[src/rtl/core/rkd_pkg.sv]
// Package for the recent-key dedup table: shared types, reset values and codes.
// Used by rkd_cell and recent_key_dedup_table_top; depends on nothing else.
`default_nettype none

package rkd_pkg;

    localparam int ENTRIES_DEF = 8;

    localparam int KEY_W   = 64;
    localparam int STAMP_W = 32;
    localparam int PADDR_W = 3;
    localparam int PDATA_W = 32;

    localparam logic [STAMP_W-1:0] WINDOW_RST = 32'd10000;

    // Register index as seen in paddr[PADDR_W-1:2].
    localparam logic REG_WINDOW = 1'b0;

    // Search wave handed from cell to cell.
    typedef struct packed {
        logic               valid;
        logic               hit;
        logic               seen;
        logic [STAMP_W-1:0] stamp;
    } t_wave;

    // Write-back command broadcast to all cells.
    typedef struct packed {
        logic               en;
        logic [KEY_W-1:0]   key;
        logic [STAMP_W-1:0] stamp;
    } t_upd;

    typedef enum logic [1:0] {
        ST_IDLE,
        ST_SEARCH,
        ST_FINISH
    } t_state;

endpackage

`default_nettype wire

[src/rtl/core/rkd_cell.sv]
// One table entry of the dedup table: holds a key and its stamp, and updates the search wave.
// Depends on rkd_pkg.
`default_nettype none

module rkd_cell
    import rkd_pkg::*;
#(
    parameter int IDX_W    = 3,
    parameter int CELL_IDX = 0
) (
    input  wire logic             i_clk,
    input  wire logic             i_rst_n,
    input  wire logic [KEY_W-1:0] i_key,
    input  wire t_wave            i_wave,
    input  wire logic [IDX_W-1:0] i_idx,
    output t_wave                 o_wave,
    output logic [IDX_W-1:0]      o_idx,
    input  wire t_upd             i_upd,
    input  wire logic [IDX_W-1:0] i_upd_idx
);

    logic [KEY_W-1:0]   r_key;
    logic [STAMP_W-1:0] r_stamp;
    t_wave              r_wave;
    t_wave              n_wave;
    logic [IDX_W-1:0]   r_idx;
    logic [IDX_W-1:0]   n_idx;
    logic               match;

    localparam logic [IDX_W-1:0] MY_IDX = IDX_W'(CELL_IDX);

    assign match = (r_key != '0) && (r_key == i_key);

    // The first matching entry claims the wave; otherwise track the lowest stamp.
    always_comb begin
        n_wave = i_wave;
        n_idx  = i_idx;
        if (i_wave.valid && !i_wave.hit) begin
            if (match) begin
                n_wave.hit   = 1'b1;
                n_wave.stamp = r_stamp;
                n_idx        = MY_IDX;
            end else if (!i_wave.seen || (r_stamp < i_wave.stamp)) begin
                n_wave.seen  = 1'b1;
                n_wave.stamp = r_stamp;
                n_idx        = MY_IDX;
            end
        end
    end

    always_ff @(posedge i_clk) begin
        if (!i_rst_n) begin
            r_key   <= '0;
            r_stamp <= '0;
        end else if (i_upd.en && (i_upd_idx == MY_IDX)) begin
            r_key   <= i_upd.key;
            r_stamp <= i_upd.stamp;
        end
    end

    always_ff @(posedge i_clk) begin
        if (!i_rst_n) begin
            r_wave.valid <= 1'b0;
        end else begin
            r_wave.valid <= n_wave.valid;
        end
        r_wave.hit   <= n_wave.hit;
        r_wave.seen  <= n_wave.seen;
        r_wave.stamp <= n_wave.stamp;
        r_idx        <= n_idx;
    end

    assign o_wave = r_wave;
    assign o_idx  = r_idx;

endmodule

`default_nettype wire

[src/rtl/core/recent_key_dedup_table_top.sv]
// Top level of the recent-key dedup table: control, output register and APB window register.
// Depends on rkd_pkg and rkd_cell.
//
// Usage:
// The input channel (i_in_valid, o_in_stall) carries one transaction per sighting: a 64-bit
// object key and a 32-bit millisecond time. The output channel (o_out_valid, i_out_stall)
// returns one transaction per input with the is_news flag. The window is written over the
// APB port at byte address 0; pready is always high.
// A nonzero key starts a search wave that walks the row of ENTRIES cells, one cell per
// cycle. When the wave leaves the last cell, the result and the table write-back are
// registered, and the result then goes to the output register. A zero key skips the search
// and goes straight to the finish state with is_news low.
// The cell row sets the search time: the wave must pass every entry before the match or the
// replacement victim is known.
// The block takes one transaction at a time; o_in_stall is high while it works on one.
// When the receiver stalls, the result waits in the output register, and a finished search
// waits for that register before the next transaction is taken.
// Reset clears all keys and stamps to zero, sets the window to 10000 ms and empties both
// channels.
`default_nettype none

module recent_key_dedup_table_top
    import rkd_pkg::*;
#(
    parameter int ENTRIES = ENTRIES_DEF
) (
    input  wire logic               i_clk,
    input  wire logic               i_rst_n,
    input  wire logic               i_in_valid,
    output logic                    o_in_stall,
    input  wire logic [KEY_W-1:0]   i_object_key,
    input  wire logic [STAMP_W-1:0] i_now_ms,
    output logic                    o_out_valid,
    input  wire logic               i_out_stall,
    output logic                    o_is_news,
    input  wire logic               psel,
    input  wire logic               penable,
    input  wire logic               pwrite,
    input  wire logic [PADDR_W-1:0] paddr,
    input  wire logic [PDATA_W-1:0] pwdata,
    output logic [PDATA_W-1:0]      prdata,
    output logic                    pready
);

    localparam int IDX_W = $clog2(ENTRIES);

    t_state             r_state;
    t_state             n_state;
    logic [KEY_W-1:0]   r_key;
    logic [STAMP_W-1:0] r_now;
    logic [STAMP_W-1:0] r_window;
    logic               r_start;
    logic               n_start;
    logic               r_res;
    logic               n_res;
    t_upd               r_upd;
    t_upd               n_upd;
    logic [IDX_W-1:0]   r_upd_idx;
    logic               r_out_valid;
    logic               n_out_valid;
    logic               r_is_news;
    logic               n_is_news;
    logic               in_accept;
    logic               load_out;
    logic [STAMP_W-1:0] age;
    logic [ENTRIES:0]   wave_vld;

    t_wave              wave [ENTRIES+1];
    logic [IDX_W-1:0]   widx [ENTRIES+1];

    assign pready = 1'b1;
    assign prdata = (paddr[PADDR_W-1:2] == REG_WINDOW) ? r_window : '0;

    always_ff @(posedge i_clk) begin
        if (!i_rst_n) begin
            r_window <= WINDOW_RST;
        end else if (psel && penable && pwrite && (paddr[PADDR_W-1:2] == REG_WINDOW)) begin
            r_window <= pwdata;
        end
    end

    assign wave[0] = '{valid: r_start, hit: 1'b0, seen: 1'b0, stamp: '0};
    assign widx[0] = '0;

    for (genvar g = 0; g < ENTRIES; g++) begin : g_cell
        rkd_cell #(
            .IDX_W    (IDX_W),
            .CELL_IDX (g)
        ) u_cell (
            .i_clk     (i_clk),
            .i_rst_n   (i_rst_n),
            .i_key     (r_key),
            .i_wave    (wave[g]),
            .i_idx     (widx[g]),
            .o_wave    (wave[g+1]),
            .o_idx     (widx[g+1]),
            .i_upd     (r_upd),
            .i_upd_idx (r_upd_idx)
        );
    end

    for (genvar v = 0; v <= ENTRIES; v++) begin : g_vld
        assign wave_vld[v] = wave[v].valid;
    end

    assign in_accept = i_in_valid && !o_in_stall;
    assign o_in_stall = (r_state != ST_IDLE);
    assign age = r_now - wave[ENTRIES].stamp;
    assign load_out = !r_out_valid || !i_out_stall;

    always_comb begin
        n_state     = r_state;
        n_start     = 1'b0;
        n_res       = r_res;
        n_upd       = r_upd;
        n_upd.en    = 1'b0;
        n_out_valid = r_out_valid && i_out_stall;
        n_is_news   = r_is_news;
        unique case (r_state)
            ST_IDLE: begin
                if (in_accept) begin
                    if (i_object_key == '0) begin
                        n_res   = 1'b0;
                        n_state = ST_FINISH;
                    end else begin
                        n_start = 1'b1;
                        n_state = ST_SEARCH;
                    end
                end
            end
            ST_SEARCH: begin
                if (wave[ENTRIES].valid) begin
                    n_res       = wave[ENTRIES].hit ? (age >= r_window) : 1'b1;
                    n_upd.en    = 1'b1;
                    n_upd.key   = r_key;
                    n_upd.stamp = r_now;
                    n_state     = ST_FINISH;
                end
            end
            ST_FINISH: begin
                if (load_out) begin
                    n_out_valid = 1'b1;
                    n_is_news   = r_res;
                    n_state     = ST_IDLE;
                end
            end
            default: begin
                n_state = ST_IDLE;
            end
        endcase
    end

    always_ff @(posedge i_clk) begin
        if (!i_rst_n) begin
            r_state     <= ST_IDLE;
            r_start     <= 1'b0;
            r_upd.en    <= 1'b0;
            r_out_valid <= 1'b0;
        end else begin
            r_state     <= n_state;
            r_start     <= n_start;
            r_upd.en    <= n_upd.en;
            r_out_valid <= n_out_valid;
        end
        r_upd.key   <= n_upd.key;
        r_upd.stamp <= n_upd.stamp;
        r_res       <= n_res;
        r_is_news   <= n_is_news;
        if (r_state == ST_SEARCH) begin
            r_upd_idx <= widx[ENTRIES];
        end
        if (in_accept) begin
            r_key <= i_object_key;
            r_now <= i_now_ms;
        end
    end

    assign o_out_valid = r_out_valid;
    assign o_is_news   = r_is_news;

`ifndef SYNTHESIS
    a_one_wave: assert property (@(posedge i_clk) disable iff (!i_rst_n)
        $onehot0(wave_vld))
        else $error("More than one search wave is in flight.");

    a_start_in_search: assert property (@(posedge i_clk) disable iff (!i_rst_n)
        r_start |-> (r_state == ST_SEARCH))
        else $error("A search wave started outside the search state.");

    a_upd_after_search: assert property (@(posedge i_clk) disable iff (!i_rst_n)
        r_upd.en |-> (r_state == ST_FINISH) && $past(wave[ENTRIES].valid))
        else $error("A table write was issued without a finished search.");

    a_nonzero_starts: assert property (@(posedge i_clk) disable iff (!i_rst_n)
        in_accept && (i_object_key != '0) |=> r_start)
        else $error("A nonzero key did not start a search wave.");
`endif

endmodule

`default_nettype wire

[config.mk]
export PLATFORM = sky130hd
export DESIGN_NAME = recent_key_dedup_table_top
export DESIGN_NICKNAME = d
export VERILOG_FILES = /design/src/rtl/core/rkd_pkg.sv /design/src/rtl/core/rkd_cell.sv /design/src/rtl/core/recent_key_dedup_table_top.sv
export SDC_FILE = /design/constraint.sdc
export NUM_CORES = 2
export LEC_CHECK = 0
export ABC_AREA = 1
export ABC_CLOCK_PERIOD_IN_PS = 8500
export BUFFER_PORTS_ARGS = -buffer_cell sky130_fd_sc_hd__clkbuf_2
export CAP_MARGIN = 5
export CORE_UTILIZATION = 55
export DETAILED_ROUTE_END_ITERATION = 10
export PLACE_DENSITY_LB_ADDON = 0.05
export SLEW_MARGIN = 20
export SYNTH_ARGS = -nofsm -noshare
export SYNTH_HDL_FRONTEND = slang
export SYNTH_SLANG_ARGS = --single-unit
[constraint.sdc]
create_clock -name i_clk -period 8.5 [get_ports i_clk]
set_clock_uncertainty 0.2 [all_clocks]
set_input_delay 1.7 -clock i_clk [delete_from_list [all_inputs] [get_ports i_clk]]
set_output_delay 1.7 -clock i_clk [all_outputs]
set_load 0.05 [all_outputs]
---- Yosys cells after proc, flatten, opt, wreduce, memory -nomap -nowiden ----
Index checks and enable logic that the tools add are counted.
word-level totals
  output and inout port bits .............. 36
  bits in registers ....................... 1302
  bits of input ports ..................... 138
  word-level logic and storage cells ...... 244
operators by class
  $lt $le $gt $ge ......................... 8
  $add $sub $neg .......................... 1
  mux-type cells .......................... 72
  reductions and logical operators ........ 73
  equality and inequality tests ........... 21
  bitwise logic cells ..................... 2
operator list
  operator                                             number
  equality test 64 bit                                 8
  nonzero test 64 bit                                  8
  2-to-1 mux 32 bit                                    8
  2-to-1 mux 34 bit                                    7
  2-to-1 mux 33 bit                                    7
  less-than comparator 32 bit                          7
  2-to-1 mux 97 bit                                    1
  logical NOT 64 bit                                   1
  2-to-1 mux 3 bit                                     18
  >= comparator 32 bit                                 1
  subtractor 32 bit                                    1
  logical AND 1 bit                                    28
  2-to-1 mux 1 bit                                     25
  logical NOT 1 bit                                    17
  equality test 3 bit, second input constant           4
  logical OR 1 bit                                     8
  2-to-1 mux 2 bit                                     4
  equality test 3 x 2 -> 1 bit, second input constant  2
  inequality test 2 bit, second input constant         3
  one-hot mux 2 bit (3 select lines)                   1
  AND reduction 2 bit                                  3
  AND reduction 3 bit                                  2
  AND reduction 4 bit                                  1
  nonzero test 2 bit                                   2
  9 further kinds                                      10

---- Depth between registers and ports, before layout ----
  depth in word-level cells ............... 5
  mapped depth ............................ 25
  mapped depth without buffers ............ 25

---- Hierarchy ----
Synthesis repeated with hierarchy kept, for this count alone.
second synthesis, totals
  cells, all modules ...................... 8814
  area total of the unflattened synthesis .. 63368.3 um^2
modules (own cells, without submodules)
  module                        area an instance (um^2)  times used  sequential area each (um^2)  cells an instance
  recent_key_dedup_table_top    10475.0                  1           6656.4                       991
  rkd_cell at g_cell[5].u_cell  6671.4                   1           2682.6                       1006
  rkd_cell at g_cell[4].u_cell  6667.6                   1           2682.6                       1004
  rkd_cell at g_cell[6].u_cell  6640.1                   1           2682.6                       976
  rkd_cell at g_cell[0].u_cell  6593.8                   1           2682.6                       967
  rkd_cell at g_cell[1].u_cell  6592.6                   1           2682.6                       968
  rkd_cell at g_cell[7].u_cell  6580.1                   1           2682.6                       975
  rkd_cell at g_cell[2].u_cell  6575.1                   1           2682.6                       963
  rkd_cell at g_cell[3].u_cell  6572.6                   1           2682.6                       964

---- Worst setup path before layout ----
OpenSTA, ideal clock, no wires.
  kind .................................... input to register
  from .................................... in i_in_valid
  to ...................................... reg r_res (enable)
  library setup time ...................... 321 ps
  cell stages on the path ................. 4
  path buffers ............................ 0
  slack ................................... 1633 ps
  arrival time ............................ 6346 ps
  required time ........................... 7979 ps
  cells stage by stage .................... inv_1 > nor2_1 > inv_1 > a21oi_1
on the way
  cells in the longest elaborated chain, start to end .. 3
RTL lines
  element                          line                               source
  start, declared                  recent_key_dedup_table_top.sv:29   input wire logic i_in_valid,
  logical AND 1 bit                recent_key_dedup_table_top.sv:106  assign in_accept = i_in_valid && !o_in_stall;
  via in_accept                    recent_key_dedup_table_top.sv:63   logic in_accept;
  inequality test 2 bit (no line)  n/a
  AND reduction 4 bit (no line)    n/a
  end signal, assigned             recent_key_dedup_table_top.sv:167  r_res <= n_res;
  end, declared                    recent_key_dedup_table_top.sv:54   logic r_res;
The timed path passes the listed nets, and every way through them passes these cells.
A chain may end at the register's enable or synchronous reset.

==> flow_summary.yaml <==
power:
  leakage_nw: 30.20
  internal_power_w: 0.01036
  switching_share: 0.2382
  comb_power_share: 0.059
  powerDensity_mw_per_mm2: 202.0
  p_seq_frac: 0.472
  pwr-share-clk: 0.469
  power.switching_w: 0.003239
  vdd_ir_drop_max_v: 0.0002238
routing:
  vias: 54080
  via_per_inst: 5.454
  drc: 0
  detail-route-antenna-nets: 0
  dr.pass1.iters: 8
  wire_per_inst_um: 19.49
  drtIter0Drc: 6681
  drt-total-wl_mm: 193.2
sta:
  fin_crit_sh: 0.5388
  setup_viol: 0
  slew_viol_final: 0
  relSlewSlack: 0.2294
  hold_violations: 0
  timing.fmax_mhz: 218.4
  worst_pin_slew_ps: 1156
  grt_setup_unrepaired: "no"
  fin_tns_setup_ps: 0
  period_minus_slack_ps: 4579
logic_synthesis:
  yosysUniqueCellTypes: 44
  async_flop_share: 0
  ys_ff_latch: 1298
  synthTopCellsByArea: "dfxtp_1 (36%), nand2_1 (11%), edfxtp_1 (9.6%)"
  synthFlopType: "dfxtp_1"
  synth_edf_count: 197
  yosysSeqAreaShare: 0.4544
  synthMostInstantiatedCell: "nand2_1"
  synth_nets: 8804
  netlist_area_mm2: 0.06152
  synth_warnings: 0
  synth_largest_area_cell: "dfxtp_1"
  synth_top_area_share: 0.3583
  syn_avg_cell_area_um2: 7.337
  yosys-top-cells-count: "nand2_1 (1866), nor2_1 (1480), dfxtp_1 (1101)"
  synth_cells: 8385
hold_path:
  hp-start: "g_cell[7].u_cell.o_idx[1]$_DFF_P_"
  worstHoldPathType: "reg2reg"
run:
  drv_cap: 0
floorplan:
  die_x_um: 336.5
  die_y_um: 336.5
  core_area_mm2: 0.1108
  ios: 174
  die-area_mm2: 0.1132
  start_util: 0.5552
  rows: 122
layout:
  area_growth_pct: 9.446
  fill_cells: 10240
  postLayoutCellArea_mm2: 0.06734
  drive_gt1_frac: 0.06187
  ff_latch_area_mm2: 0.02796
  multiInputGateArea_mm2: 0.02823
  fin_nets: 8728
critical_path:
  cp_common_cell: "nand2_1"
  endpoint_kind: "flop"
  critPathRequiredTime_ps: 8920
  arrival_ps: 5000
  cp-start-kind: "flop"
  crit_type: "reg2reg"
  critPathMaxFanout: 33
  crit_chain: "inv_2, nand2_1, nand2_1, nor2_1, nand2_1, nor2_1, nand2_1, nor2_1, nand3_1, nand3_2, nand2_4, nand2_1, nand2_1"
  r2r-start: "r_key[60]$_DFFE_PP_"
  critPathLaunch: "r_key[60]$_DFFE_PP_"
  max_stage_delay_ps: 810
  critPathSlowestCell: "edfxtp_1"
clock_network:
  clk_latency_ps: 760
  cts_setup_buffers: 0
  htree_levels: 4
  holdBufCountCts: 0
  clockRootBuffer: "clkbuf_16"
  clkSinkCount: 1298
  cts_resized: 0
  clk_pin_slew_ps: 60
  cts_inserted_buffers: 141
  cts_tree: "done"
  cts.path.max_buffers: 3
global_route:
  grt_pass1_wl_mm: 288.8
  antenna_found_initial: 5
  grt_pass1_vias: 48400
  grt_overflow: 0
  grt_max_degree: 243
  grt_usage: 0.3346
place:
  hpwl_mm: 137.1
  portBuffers: 170
  gp_congestion: 1.044
  dpl-instance-area_mm2: 0.06249
status:
  status: "finished clean"
==> final cells by class <==
class / count / share of cell area
multi-input cells: 5798 / 0.4192
flip-flops and latches: 1298 / 0.4152
clock buffers: 210 / 0.06373
inverters: 862 / 0.04853
well taps: 1488 / 0.02765
repair buffers: 208 / 0.01745
clock inverters: 45 / 0.007990
diodes: 6 / 0.0002230
==> power groups by stage <==
stage / registers (W) / logic (W) / clock network (W)
detailed placement: 0.00655 / 0.000785 / 0
global route: 0.00642 / 0.000883 / 0.00672
finish: 0.00642 / 0.000808 / 0.00637
floorplan: 0.00646 / 0.000603 / 0
global placement: 0.00655 / 0.000780 / 0
CTS: 0.00642 / 0.000790 / 0.00645
==> cell families after synthesis <==
logic type	share of synthesized area
compound gates	0.1257
simple gates	0.2459
flops	0.4544
buf+inv	0.08822
xor+xnor	0.02847
other cells	0.00006095
fa+ha+maj	0.05727
==> worst max-delay path: cells and delay by family, from the launching register on <==
family,cells,cell delay [ps]
and+or+nand+nor,12,3130
DFF,1,810
buffers and inverters,1,300
==> path summary, 6_finish.rpt <==
| check | to | slack (ps) | cells past startpoint |
|---|---|---|---|
| min | r_upd_idx[1]$_DFFE_PN_ | 210 | 0 |
| max | g_cell[1].u_cell.o_wave[24]$_DFF_P_ | 3920 | 13 |
| max reg2reg | g_cell[1].u_cell.o_wave[24]$_DFF_P_ | 3920 | 13 |
| min reg2reg | r_upd_idx[1]$_DFFE_PN_ | 210 | 0 |
==> cell usage in the layout (no fill, tap or decap), types with 31 or more instances in the layout <==
master and instances:
o21ai_0 883, xor2_1 155, nand2_1 1866, buf_4 35, dfxtp_1 1101, xnor2_1 45, clkbuf_16 152, clkbuf_1 31
nand3_1 285, edfxtp_1 197, inv_1 799, inv_2 50, ha_1 280, nor2_1 1464, nand4_1 95, clkbuf_2 169
a21oi_1 537
==> per-layer routing <==
metal  wire [um]  track usage  up-vias  share of wire
met4        5459       0.1025        6          0.028
li1            -            -    26600              -
met5          38            0        -        0.00020
met1       89570       0.5067    24860           0.46
met3       20920      0.07586      310           0.11
met2       77210       0.4669     2298           0.40
==> state kept, by name, indices dropped and copies added (netlist names) <==
name,flops
r_now,32
r_state,2
r_res,1
r_key,64
r_upd,97
r_upd_idx,3
r_start,1
g_cell.u_cell.o_wave,279
r_window,32
g_cell.u_cell.r_stamp,256
g_cell.u_cell.o_idx,17
o_out_valid,1
o_is_news,1
g_cell.u_cell.r_key,512
==> per-stage QoR <==
step           instances  worst slack [ps]    util  hold slack, ps  total power (W)
5_1_grt             9910              3758  0.6075           208.3          0.01402
4_1_cts             9909              3998  0.6074           207.1          0.01366
3_5_place_dp        9654              3879  0.5639           191.8         0.007333
6_report            9915              3921  0.6076           205.8          0.01360
3_3_place_gp        9654              3989  0.5639           188.0         0.007328
2_1_floorplan       8385              1633       -           185.5         0.007059
Power figures use the tool's default switching activity.
